File: src/design/lsps_pkg.sv
// Shared types and constants for the LED strip pulse serializer.
// No dependencies; every design file but lsps_queue refers to this package by scoped names.
package lsps_pkg;

    localparam int CFG_IDX_W  = 3;
    localparam int CFG_DATA_W = 16;
    localparam int CNT_W      = 11;
    localparam int TICK_W     = 16;

    localparam int OUT_TDATA_W = 24;
    localparam int OUT_PAD_W   = OUT_TDATA_W - TICK_W - 1;

    localparam logic [CFG_IDX_W-1:0] REG_PIXEL_COUNT     = 3'd0;
    localparam logic [CFG_IDX_W-1:0] REG_HIGH_ZERO_TICKS = 3'd1;
    localparam logic [CFG_IDX_W-1:0] REG_HIGH_ONE_TICKS  = 3'd2;
    localparam logic [CFG_IDX_W-1:0] REG_LOW_ZERO_TICKS  = 3'd3;
    localparam logic [CFG_IDX_W-1:0] REG_LOW_ONE_TICKS   = 3'd4;
    localparam logic [CFG_IDX_W-1:0] REG_GAP_TICKS       = 3'd5;

    localparam logic [CNT_W-1:0]  RST_PIXEL_COUNT     = 11'd1;
    localparam logic [TICK_W-1:0] RST_HIGH_ZERO_TICKS = 16'd26;
    localparam logic [TICK_W-1:0] RST_HIGH_ONE_TICKS  = 16'd52;
    localparam logic [TICK_W-1:0] RST_LOW_ZERO_TICKS  = 16'd38;
    localparam logic [TICK_W-1:0] RST_LOW_ONE_TICKS   = 16'd12;
    localparam logic [TICK_W-1:0] RST_GAP_TICKS       = 16'd500;

    typedef struct packed {
        logic [CNT_W-1:0]  pixel_count;
        logic [TICK_W-1:0] high_zero_ticks;
        logic [TICK_W-1:0] high_one_ticks;
        logic [TICK_W-1:0] low_zero_ticks;
        logic [TICK_W-1:0] low_one_ticks;
        logic [TICK_W-1:0] gap_ticks;
    } cfg_t;

endpackage

File: src/design/lsps_cfg.sv
// Configuration register file for the LED strip pulse serializer.
// Depends on lsps_pkg for register indexes, reset values and cfg_t.
module lsps_cfg (
    input  logic                             aclk,
    input  logic                             aresetn,
    input  logic                             cfg_valid,
    output logic                             cfg_ready,
    input  logic [lsps_pkg::CFG_IDX_W-1:0]   cfg_index,
    input  logic [lsps_pkg::CFG_DATA_W-1:0]  cfg_data,
    output lsps_pkg::cfg_t                   cfg
);

    lsps_pkg::cfg_t cfg_reg;

    assign cfg_ready = 1'b1;
    assign cfg       = cfg_reg;

    always_ff @(posedge aclk) begin
        if (!aresetn) begin
            cfg_reg.pixel_count     <= lsps_pkg::RST_PIXEL_COUNT;
            cfg_reg.high_zero_ticks <= lsps_pkg::RST_HIGH_ZERO_TICKS;
            cfg_reg.high_one_ticks  <= lsps_pkg::RST_HIGH_ONE_TICKS;
            cfg_reg.low_zero_ticks  <= lsps_pkg::RST_LOW_ZERO_TICKS;
            cfg_reg.low_one_ticks   <= lsps_pkg::RST_LOW_ONE_TICKS;
            cfg_reg.gap_ticks       <= lsps_pkg::RST_GAP_TICKS;
        end else if (cfg_valid && cfg_ready) begin
            case (cfg_index)
                lsps_pkg::REG_PIXEL_COUNT: begin
                    cfg_reg.pixel_count <= cfg_data[lsps_pkg::CNT_W-1:0];
                end
                lsps_pkg::REG_HIGH_ZERO_TICKS: begin
                    cfg_reg.high_zero_ticks <= cfg_data;
                end
                lsps_pkg::REG_HIGH_ONE_TICKS: begin
                    cfg_reg.high_one_ticks <= cfg_data;
                end
                lsps_pkg::REG_LOW_ZERO_TICKS: begin
                    cfg_reg.low_zero_ticks <= cfg_data;
                end
                lsps_pkg::REG_LOW_ONE_TICKS: begin
                    cfg_reg.low_one_ticks <= cfg_data;
                end
                lsps_pkg::REG_GAP_TICKS: begin
                    cfg_reg.gap_ticks <= cfg_data;
                end
                default: begin
                end
            endcase
        end
    end

endmodule

File: src/design/lsps_front.sv
// Front end: accepts pixels, tracks the frame position, tags the last pixel
// of each frame and pushes it to the queue. Depends on lsps_pkg.
module lsps_front #(
    parameter int BITS_PER_PIXEL = 24,
    parameter int MAX_PIXELS     = 1024
) (
    input  logic                          aclk,
    input  logic                          aresetn,
    input  logic [lsps_pkg::CNT_W-1:0]    pixel_count,
    input  logic                          s_tvalid,
    output logic                          s_tready,
    input  logic [BITS_PER_PIXEL-1:0]     s_color,
    input  logic                          q_full,
    output logic                          q_push,
    output logic [BITS_PER_PIXEL:0]       q_data
);

    localparam int PW = (MAX_PIXELS > 1) ? $clog2(MAX_PIXELS) : 1;

    logic [PW-1:0] pos_reg;
    logic [PW-1:0] pos_next;
    logic [31:0]   cnt_eff;
    logic          frame_done;

    always_comb begin
        if (pixel_count == '0) begin
            cnt_eff = 32'd1;
        end else if (32'(pixel_count) > 32'(MAX_PIXELS)) begin
            cnt_eff = 32'(MAX_PIXELS);
        end else begin
            cnt_eff = 32'(pixel_count);
        end
        frame_done = (32'(pos_reg) + 32'd1) >= cnt_eff;
        pos_next   = frame_done ? '0 : pos_reg + PW'(1);
    end

    assign s_tready = !q_full;
    assign q_push   = s_tvalid && s_tready;
    assign q_data   = {frame_done, s_color};

    always_ff @(posedge aclk) begin
        if (!aresetn) begin
            pos_reg <= '0;
        end else if (q_push) begin
            pos_reg <= pos_next;
        end
    end

endmodule

File: src/design/lsps_queue.sv
// Two-entry queue between the front end and the segment generator.
// No package dependencies.
module lsps_queue #(
    parameter int WIDTH = 25
) (
    input  logic             aclk,
    input  logic             aresetn,
    input  logic             push,
    input  logic [WIDTH-1:0] push_data,
    output logic             full,
    input  logic             pop,
    output logic             not_empty,
    output logic [WIDTH-1:0] pop_data
);

    logic [WIDTH-1:0] mem_reg [2];
    logic             wr_ptr_reg;
    logic             rd_ptr_reg;
    logic [1:0]       cnt_reg;

    assign full      = cnt_reg == 2'd2;
    assign not_empty = cnt_reg != 2'd0;
    assign pop_data  = mem_reg[rd_ptr_reg];

    always_ff @(posedge aclk) begin
        if (push) begin
            mem_reg[wr_ptr_reg] <= push_data;
        end
    end

    always_ff @(posedge aclk) begin
        if (!aresetn) begin
            wr_ptr_reg <= 1'b0;
            rd_ptr_reg <= 1'b0;
            cnt_reg    <= 2'd0;
        end else begin
            if (push) begin
                wr_ptr_reg <= !wr_ptr_reg;
            end
            if (pop) begin
                rd_ptr_reg <= !rd_ptr_reg;
            end
            case ({push, pop})
                2'b10:   cnt_reg <= cnt_reg + 2'd1;
                2'b01:   cnt_reg <= cnt_reg - 2'd1;
                default: cnt_reg <= cnt_reg;
            endcase
        end
    end

endmodule

File: src/design/lsps_back.sv
// Back end: walks the bits of one queued pixel, emits high/low segments and
// the frame gap into an output register. Depends on lsps_pkg for cfg_t.
module lsps_back #(
    parameter int BITS_PER_PIXEL = 24
) (
    input  logic                                 aclk,
    input  logic                                 aresetn,
    input  lsps_pkg::cfg_t                       cfg,
    input  logic                                 q_valid,
    input  logic [BITS_PER_PIXEL:0]              q_data,
    output logic                                 q_pop,
    output logic                                 m_tvalid,
    input  logic                                 m_tready,
    output logic [lsps_pkg::OUT_TDATA_W-1:0]     m_tdata,
    output logic                                 m_tlast,
    output logic                                 m_tuser
);

    localparam int BCW = (BITS_PER_PIXEL > 1) ? $clog2(BITS_PER_PIXEL) : 1;

    typedef enum logic [3:0] {
        SEG_IDLE = 4'b0001,
        SEG_HIGH = 4'b0010,
        SEG_LOW  = 4'b0100,
        SEG_GAP  = 4'b1000
    } seg_state_t;

    seg_state_t                    state_reg, state_next;
    logic [BITS_PER_PIXEL-1:0]     color_reg, color_next;
    logic                          fdone_reg, fdone_next;
    logic [BCW-1:0]                bit_cnt_reg, bit_cnt_next;

    logic                          m_tvalid_reg, m_tvalid_next;
    logic                          level_reg;
    logic [lsps_pkg::TICK_W-1:0]   dur_reg;
    logic                          last_reg;
    logic                          fend_reg;

    logic                          cur_bit;
    logic                          last_bit;
    logic                          seg_valid;
    logic                          seg_level;
    logic [lsps_pkg::TICK_W-1:0]   seg_dur;
    logic                          seg_last;
    logic                          seg_fend;
    logic                          seg_done;
    logic                          out_load;
    logic                          issue;

    always_comb begin
        cur_bit   = color_reg[BITS_PER_PIXEL-1];
        last_bit  = bit_cnt_reg == BCW'(BITS_PER_PIXEL - 1);
        seg_valid = state_reg != SEG_IDLE;
        seg_level = 1'b0;
        seg_dur   = '0;
        seg_last  = 1'b0;
        seg_fend  = 1'b0;
        seg_done  = 1'b0;
        case (state_reg)
            SEG_HIGH: begin
                seg_level = 1'b1;
                seg_dur   = cur_bit ? cfg.high_one_ticks : cfg.high_zero_ticks;
            end
            SEG_LOW: begin
                seg_dur  = cur_bit ? cfg.low_one_ticks : cfg.low_zero_ticks;
                seg_last = last_bit && !fdone_reg;
                seg_done = last_bit && !fdone_reg;
            end
            SEG_GAP: begin
                seg_dur  = cfg.gap_ticks;
                seg_last = 1'b1;
                seg_fend = 1'b1;
                seg_done = 1'b1;
            end
            default: begin
            end
        endcase

        out_load = !m_tvalid_reg || m_tready;
        issue    = seg_valid && out_load;
        q_pop    = q_valid && (!seg_valid || (issue && seg_done));

        state_next    = state_reg;
        color_next    = color_reg;
        fdone_next    = fdone_reg;
        bit_cnt_next  = bit_cnt_reg;
        m_tvalid_next = out_load ? seg_valid : m_tvalid_reg;

        if (issue) begin
            case (state_reg)
                SEG_HIGH: begin
                    state_next = SEG_LOW;
                end
                SEG_LOW: begin
                    if (!last_bit) begin
                        state_next   = SEG_HIGH;
                        color_next   = color_reg << 1;
                        bit_cnt_next = bit_cnt_reg + BCW'(1);
                    end else if (fdone_reg) begin
                        state_next = SEG_GAP;
                    end else begin
                        state_next = SEG_IDLE;
                    end
                end
                default: begin
                    state_next = SEG_IDLE;
                end
            endcase
        end

        if (q_pop) begin
            state_next   = SEG_HIGH;
            color_next   = q_data[BITS_PER_PIXEL-1:0];
            fdone_next   = q_data[BITS_PER_PIXEL];
            bit_cnt_next = '0;
        end
    end

    always_ff @(posedge aclk) begin
        if (!aresetn) begin
            state_reg    <= SEG_IDLE;
            m_tvalid_reg <= 1'b0;
        end else begin
            state_reg    <= state_next;
            m_tvalid_reg <= m_tvalid_next;
        end
    end

    always_ff @(posedge aclk) begin
        color_reg   <= color_next;
        fdone_reg   <= fdone_next;
        bit_cnt_reg <= bit_cnt_next;
        if (issue) begin
            level_reg <= seg_level;
            dur_reg   <= seg_dur;
            last_reg  <= seg_last;
            fend_reg  <= seg_fend;
        end
    end

    assign m_tvalid = m_tvalid_reg;
    assign m_tdata  = {{lsps_pkg::OUT_PAD_W{1'b0}}, dur_reg, level_reg};
    assign m_tlast  = last_reg;
    assign m_tuser  = fend_reg;

endmodule

File: src/design/led_strip_pulse_serializer_top.sv
// Top level of the LED strip pulse serializer: config registers, front end,
// pixel queue and segment generator. Depends on lsps_pkg and all lsps_* modules.
//
//   channel  direction  handshake            payload
//   s_       in         s_tvalid/s_tready    tdata = pixel_color
//   m_       out        m_tvalid/m_tready    tdata = line_level, duration_ticks;
//                                            tlast = last_of_item; tuser = frame_end
//   cfg_     in         cfg_valid/cfg_ready  cfg_index, cfg_data
//
// One segment leaves per cycle while m_tready is high and pixels are queued:
// a pixel gives 2*BITS_PER_PIXEL segments (48), plus one gap segment on the
// last pixel of a frame. A two-entry queue holds the next pixels, so they
// follow without a bubble. Reset restores register defaults, clears the frame
// position and empties the queue. A stalled m_ side holds the output
// register; the s_ side stalls only when the queue is full.
module led_strip_pulse_serializer_top #(
    parameter int BITS_PER_PIXEL = 24,
    parameter int MAX_PIXELS     = 1024
) (
    input  logic                                 aclk,
    input  logic                                 aresetn,
    input  logic                                 s_tvalid,
    output logic                                 s_tready,
    input  logic [((BITS_PER_PIXEL+7)/8)*8-1:0]  s_tdata,   // pixel_color
    output logic                                 m_tvalid,
    input  logic                                 m_tready,
    output logic [lsps_pkg::OUT_TDATA_W-1:0]     m_tdata,   // line_level, duration_ticks
    output logic                                 m_tlast,
    output logic                                 m_tuser,   // frame_end
    input  logic                                 cfg_valid,
    output logic                                 cfg_ready,
    input  logic [lsps_pkg::CFG_IDX_W-1:0]       cfg_index,
    input  logic [lsps_pkg::CFG_DATA_W-1:0]      cfg_data
);

    lsps_pkg::cfg_t              cfg;
    logic                        q_full;
    logic                        q_push;
    logic [BITS_PER_PIXEL:0]     q_wdata;
    logic                        q_pop;
    logic                        q_valid;
    logic [BITS_PER_PIXEL:0]     q_rdata;

    lsps_cfg u_cfg (
        .aclk      (aclk),
        .aresetn   (aresetn),
        .cfg_valid (cfg_valid),
        .cfg_ready (cfg_ready),
        .cfg_index (cfg_index),
        .cfg_data  (cfg_data),
        .cfg       (cfg)
    );

    lsps_front #(
        .BITS_PER_PIXEL (BITS_PER_PIXEL),
        .MAX_PIXELS     (MAX_PIXELS)
    ) u_front (
        .aclk        (aclk),
        .aresetn     (aresetn),
        .pixel_count (cfg.pixel_count),
        .s_tvalid    (s_tvalid),
        .s_tready    (s_tready),
        .s_color     (s_tdata[BITS_PER_PIXEL-1:0]),
        .q_full      (q_full),
        .q_push      (q_push),
        .q_data      (q_wdata)
    );

    lsps_queue #(
        .WIDTH (BITS_PER_PIXEL + 1)
    ) u_queue (
        .aclk      (aclk),
        .aresetn   (aresetn),
        .push      (q_push),
        .push_data (q_wdata),
        .full      (q_full),
        .pop       (q_pop),
        .not_empty (q_valid),
        .pop_data  (q_rdata)
    );

    lsps_back #(
        .BITS_PER_PIXEL (BITS_PER_PIXEL)
    ) u_back (
        .aclk     (aclk),
        .aresetn  (aresetn),
        .cfg      (cfg),
        .q_valid  (q_valid),
        .q_data   (q_rdata),
        .q_pop    (q_pop),
        .m_tvalid (m_tvalid),
        .m_tready (m_tready),
        .m_tdata  (m_tdata),
        .m_tlast  (m_tlast),
        .m_tuser  (m_tuser)
    );

endmodule
File: config.mk
export PLATFORM = sky130hd
export DESIGN_NAME = led_strip_pulse_serializer_top
export DESIGN_NICKNAME = d
export VERILOG_FILES = /design/src/design/lsps_pkg.sv /design/src/design/lsps_cfg.sv /design/src/design/lsps_front.sv /design/src/design/lsps_queue.sv /design/src/design/lsps_back.sv /design/src/design/led_strip_pulse_serializer_top.sv
export SDC_FILE = /design/constraint.sdc
export NUM_CORES = 1
export LEC_CHECK = 0
export ABC_AREA = 1
export BUFFER_PORTS_ARGS = -buffer_cell sky130_fd_sc_hd__buf_2
export CELL_PAD_IN_SITES_DETAIL_PLACEMENT = 1
export CELL_PAD_IN_SITES_GLOBAL_PLACEMENT = 1
export CORE_MARGIN = 2
export CORE_UTILIZATION = 46
export DETAILED_ROUTE_END_ITERATION = 7
export PLACE_DENSITY_LB_ADDON = 0.1
export RECOVER_POWER = 50
export SLEW_MARGIN = 20
export SYNTH_ARGS = -nofsm -noshare
export SYNTH_HDL_FRONTEND = slang
export SYNTH_SLANG_ARGS = --single-unit
File: constraint.sdc
create_clock -name aclk -period 2.8 [get_ports aclk]
set_clock_uncertainty 0.15 [all_clocks]
set_input_delay 0.56 -clock aclk [delete_from_list [all_inputs] [get_ports aclk]]
set_output_delay 0.56 -clock aclk [all_outputs]
set_load 0.02 [all_outputs]
# Yosys cells after proc, flatten, opt, wreduce, memory -nomap -nowiden
# Memory sizes are Yosys's and may differ from the RTL's. A register that Yosys moved wholly into a read port is not among the register bits.
# Cells that the tools add are included.
# word_totals
regBits	159
latchBits	0
ram_bits	50
romBits	0
word_cells	95
n_memories	1
# classes
n_addsub	5
multipliers	0
n_div	0
order_cmp	2
eq_ne	14
shift	0
muxes	23
n_bitwise	2
reduce_logical	28
# mem_list
memory	words	word_bits	rd	rd_clocked_by_memory_dff	wr	line	text
u_queue.mem_reg	2	25	1	1	1	lsps_queue.sv:16	logic [WIDTH-1:0] mem_reg [2];
# op_table
cell	count
24-bit two-way mux	4
16-bit one-hot mux with 3 select lines	1
32-bit >= comparator	1
16-bit two-way mux	2
32-bit two-way mux	1
2-bit AND reduction	6
10-bit by 1-bit adder with 11-bit output, second input constant	1
11-bit greater-than comparator, second input constant	1
11-bit zero test	1
11-bit two-way mux	1
10-bit by 1-bit adder with 10-bit output, second input constant	1
10-bit two-way mux	1
4-bit two-way mux	2
4-bit one-hot mux with 2 select lines	1
2-bit nonzero test	4
3-bit by 2-bit equality test with 1-bit output, second input constant	2
3-bit equality test, second input constant	2
1-bit zero test	6
1-bit two-way mux	6
3-bit AND reduction	2
5-bit by 1-bit adder with 5-bit output, second input constant	1
5-bit equality test, second input constant	1
1-bit logical AND	5
2-bit equality test, second input constant	2
16 further kinds	19

# Logic depth before layout (Yosys ltp)
# depth
ltp_word	8
ltp_mapped	20
ltp_nobuf	18

# Cells and area by module
# Synthesis repeated with hierarchy kept, for this count alone.
# unflattened
cells_unflattened	1105
area_unflattened_um2	9735.6
# by_module_without_submodules
mod	n_inst	cells_each	area_per_inst_um2
lsps_cfg	1	512	3558.4
lsps_back	1	288	2829.0
lsps_queue	1	113	2135.8
lsps_front	1	192	1212.4

# Worst setup path before layout
# Ideal clock, no wire load.
# synth_timing
path_type	register -> register
start	reg u_queue.cnt_reg[0]
end	mem u_queue.mem_reg[0][0], enable pin
arrival_ns	2.001
setup_slack_ns	0.242
path_stages_with_launch	6
cell_sequence	dfxtp_1 > inv_2 > nand2_1 > nand2_1 > clkbuf_1 > nor2_1
# synth_between
elab_chain_cells	5
# synth_lines
item	line	text
from (decl)	lsps_queue.sv:19	logic [1:0] cnt_reg;
from (signal assigned)	lsps_queue.sv:44	2'b10: cnt_reg <= cnt_reg + 2'd1;
from (signal assigned)	lsps_queue.sv:45	2'b01: cnt_reg <= cnt_reg - 2'd1;
from (signal assigned)	lsps_queue.sv:46	default: cnt_reg <= cnt_reg;
2-bit equality test	lsps_queue.sv:21	assign full = cnt_reg == 2'd2;
1-bit zero test	lsps_front.sv:37	assign s_tready = !q_full;
named net s_tready	led_strip_pulse_serializer_top.sv:23	output logic s_tready,
1-bit logical AND	lsps_front.sv:38	assign q_push = s_tvalid && s_tready;
1-bit two-way mux	lsps_queue.sv:26	if (push) begin
1-bit two-way mux (implied by the code)	lsps_queue.sv:27	mem_reg[wr_ptr_reg] <= push_data;
to (decl)	lsps_queue.sv:16	
# The timed path passes the listed nets, and every way through them passes these cells.

# Worst setup path in the final report
# layout_timing
start	reg u_front.pos_reg[2]
end	reg u_front.pos_reg[2]
# layout_between
elab_chain_cells	3
word_cells_on_any_way	4
cone_classes	2 x add/sub; 1 x order compare; 1 x mux
# layout_lines
item	line	text
from (decl)	lsps_front.sv:20	logic [PW-1:0] pos_reg;
from (signal assigned)	lsps_front.sv:45	pos_reg <= pos_next;
10-bit by 1-bit adder with 11-bit output	lsps_front.sv:33	frame_done = (32'(pos_reg) + 32'd1) >= cnt_eff;
32-bit >= comparator	lsps_front.sv:33	
10-bit two-way mux *	lsps_front.sv:34	pos_next = frame_done ? '0 : pos_reg + PW'(1);
# Every way passes the cells marked *; elsewhere a longest branch is shown, timed or not.
# A chain may end at the register's enable or synchronous reset.

==> impl_metrics.env <==
export IMPL_status="finished clean"
export IMPL_power_frac_seq_pct=41.3
export IMPL_placed_area_um2=9702
export IMPL_drtAntennaViolNets=0
export IMPL_antenna_found_initial=0
export IMPL_firstDrtPassIters=4
export IMPL_die_area_um2=20980
export IMPL_drive_gt1_share_pct=14.93
export IMPL_dieHeight_um=144.9
export IMPL_cellPowerDensity_nw_per_um2=946.6
export IMPL_grt_total_usage_pct=22.33
export IMPL_finish_instance_area_um2=10510
export IMPL_fmax_mhz=389.5
export IMPL_largest_reg_flops=91
export IMPL_peakVddDrop_mv=0.3809
export IMPL_worst_pin_slew_ps=1306
export IMPL_drc_errors=0
export IMPL_ys_seq_area_share_pct=56.38
export IMPL_syn_avg_cell_area_um2=8.904
export IMPL_finalSetupViolCount=0
export IMPL_min_from="s_tdata[13]"
export IMPL_routed_wl_um=22860
export IMPL_vias_per_cell=5.172
export IMPL_min_path_type="input pin to register"
export IMPL_p_leak_nw=4.228
export IMPL_critPathRequiredTime_ps=3080
export IMPL_vias=7086
export IMPL_post_route_period_util_pct=91.69
export IMPL_r2r_end="u_front.pos_reg[2]"
export IMPL_area_growth_pct=15.20
export IMPL_p_int_mw=6.745
export IMPL_die_x_um=144.9
export IMPL_initial_core_util_pct=46.89
export IMPL_worstHoldEndpoint="u_queue.mem_reg[0][13]"
export IMPL_pin_count=77
export IMPL_hold_depth=1
export IMPL_cp_arrival_ps=2850
export IMPL_critPathMaxFanout=6
export IMPL_slew_viol_final=0
export IMPL_relSlewSlack_pct=12.92
export IMPL_cp_start_kind="register"
export IMPL_grt_pass1_vias=7022
export IMPL_drt_first_iter_violations=269
export IMPL_syn_cell_area_um2=9126
export IMPL_h_tree_depth=1
export IMPL_power_mw=9.953
export IMPL_worstSetupPathType="register to register"
export IMPL_synth_distinct_cells=40
export IMPL_r2r_slack_ps=230
export IMPL_worstSetupEndpointType="register"
export IMPL_utilization_pct=54.02
export IMPL_combinationalPowerShare_pct=26.2
export IMPL_cts_inserted_buffers=24
export IMPL_root_buffer="clkbuf_16"
export IMPL_layout_common_cells="183 x nand2_1, 164 x nor2_1, 116 x o21ai_0, 116 x dfxtp_1, 94 x edfxtp_1"
export IMPL_r2r_start="u_front.pos_reg[2]"
export IMPL_post_cts_setup_buffers=0
export IMPL_cts_buffer_depth=3
export IMPL_num_rows=51
export IMPL_p_clk_share_pct=32.5
export IMPL_core_area_um2=19460
export IMPL_r2r_cells=15
export IMPL_p_switching_mw=3.208
export IMPL_max_cap_viol_count=0
export IMPL_clk_pin_slew_worst_paths_ps=60
export IMPL_synthCells=1025
export IMPL_hold_viol=0
export IMPL_layout_commonest_cell="nand2_1"
export IMPL_portBuffers=68
export IMPL_swShare_pct=32.23
export IMPL_ys_ff_latch=210
export IMPL_grt_max_degree=65
export IMPL_tritoncts="done"
export IMPL_gp_congestion=0.7624
export IMPL_num_fill_cells=2295
export IMPL_period_needed_ps=2567
export IMPL_grt_pass1_wl_um=36650
export IMPL_grt_overflow_total=0
export IMPL_insertion_delay_ps=520
export IMPL_wire_per_inst_um=16.68
export IMPL_diodes=0
export IMPL_layout_nets=1149
export IMPL_cts_hold_fix_buffers=0
export IMPL_ys_warn_count=0
export IMPL_clkSinkCount=210
export IMPL_dp_hpwl_um=14470
-- stage by stage --
stage	hold slack (ps)	cells	setup TNS [ps]	setup slack, ps
floorplan	274.5	1031	0	242.4
global placement	282.7	1326	0	307.9
detailed placement	291.6	1326	0	226.6
CTS	74.93	1370	0	198.7
global route	71.54	1370	-53.05	-26.48
finish	93.03	1370	0	232.6
-- synthesized netlist by cell type (all sizes together) --
cell type	count	share of area [%]
a31oi	1	0.069
clkinv	2	0.082
nor3b	1	0.14
o21ai	139	8.5
xnor2	3	0.29
xor2	2	0.19
o21a	23	1.9
edfxtp	94	31
or2	3	0.21
nand3	44	2.6
nand4	14	1.0
conb	2	0.082
nor4	1	0.14
a21o	1	0.082
dfxtp	116	25
nor2	172	7.5
and3	2	0.14
inv	85	3.5
a21oi	48	2.6
buf	34	2.6
clkbuf	25	1.0
nor3	6	0.58
nand2	187	8.0
o211ai	6	0.49
ha	14	1.9
-- power by group through the flow --
stage / Sequential [mW] / Clock [mW] / Combinational (mW)
final: 4.11 / 3.23 / 2.61
after global routing: 4.16 / 3.43 / 2.91
after CTS: 4.11 / 3.29 / 2.70
after detailed placement: 4.17 / 0 / 2.68
after global placement: 4.14 / 0 / 2.60
after floorplan: 4.32 / 0 / 1.77
-- final cells by class --
cell class	instances	area, um^2	share of cell area, %
sequential	210	5145	48.94
clock buffer	38	774.5	7.366
multi-input combinational	675	3378	32.13
timing repair buffer	89	488.0	4.641
inverter	87	326.6	3.106
tap	265	331.6	3.154
clock inverter	6	70.07	0.6664
-- what timing repair did --
item / 4_1_cts / 5_1_grt
gates resized for setup: 0 / 7
endpoints found under the hold margin: 0 / 0
setup endpoints to repair: 0 / 12
-- cells by family (layout without fill, tap and decap cells) --
family,count (synthesis),after routing,synth area share [%]
compound gates,218,218,13.70
xor+xnor,5,5,0.4799
fa+ha+maj,14,14,1.919
buf+inv,146,220,7.212
flops,210,210,56.38
other cells,2,8,0.08229
simple gates,430,430,20.24
-- worst max path at each step --
stage                                   from                     end  slack, ps  depth (start not counted)
after floorplan           u_queue.cnt_reg[0]   u_queue.mem_reg[0][0]        240                          5
after global placement         u_cfg.cfg[80]  u_queue.mem_reg[0][24]        310                         15
final                     u_front.pos_reg[2]      u_front.pos_reg[2]        230                         15
after detailed placement       u_cfg.cfg[80]  u_queue.mem_reg[0][24]        230                         15
after global routing           u_cfg.cfg[82]      u_front.pos_reg[8]        -30                         16
after CTS                      u_cfg.cfg[80]      u_front.pos_reg[7]        200                         16
-- worst max-delay path: stages, from the launching register on --
cell,delay (ps)
dfxtp_1,390
nand2_1,90
nor2_1,320
nand2_1,140
xnor2_1,270
ha_1,290
nand2_1,70
inv_1,40
nand2_1,80
nor2_1,50
nor2_1,80
nand2_1,70
nand2_2,70
buf_6,110
nand4_1,110
a21oi_2,170
-- metal layers --
metal	GRT usage (%)	up-vias	share of wire, %
met3	3.126	38	4.0
met5	0	-	0
li1	-	3496	-
met4	5.774	0	1.8
met2	37.09	122	47
met1	30.81	3430	47
Note: power is estimated with default switching activity, not from simulation.
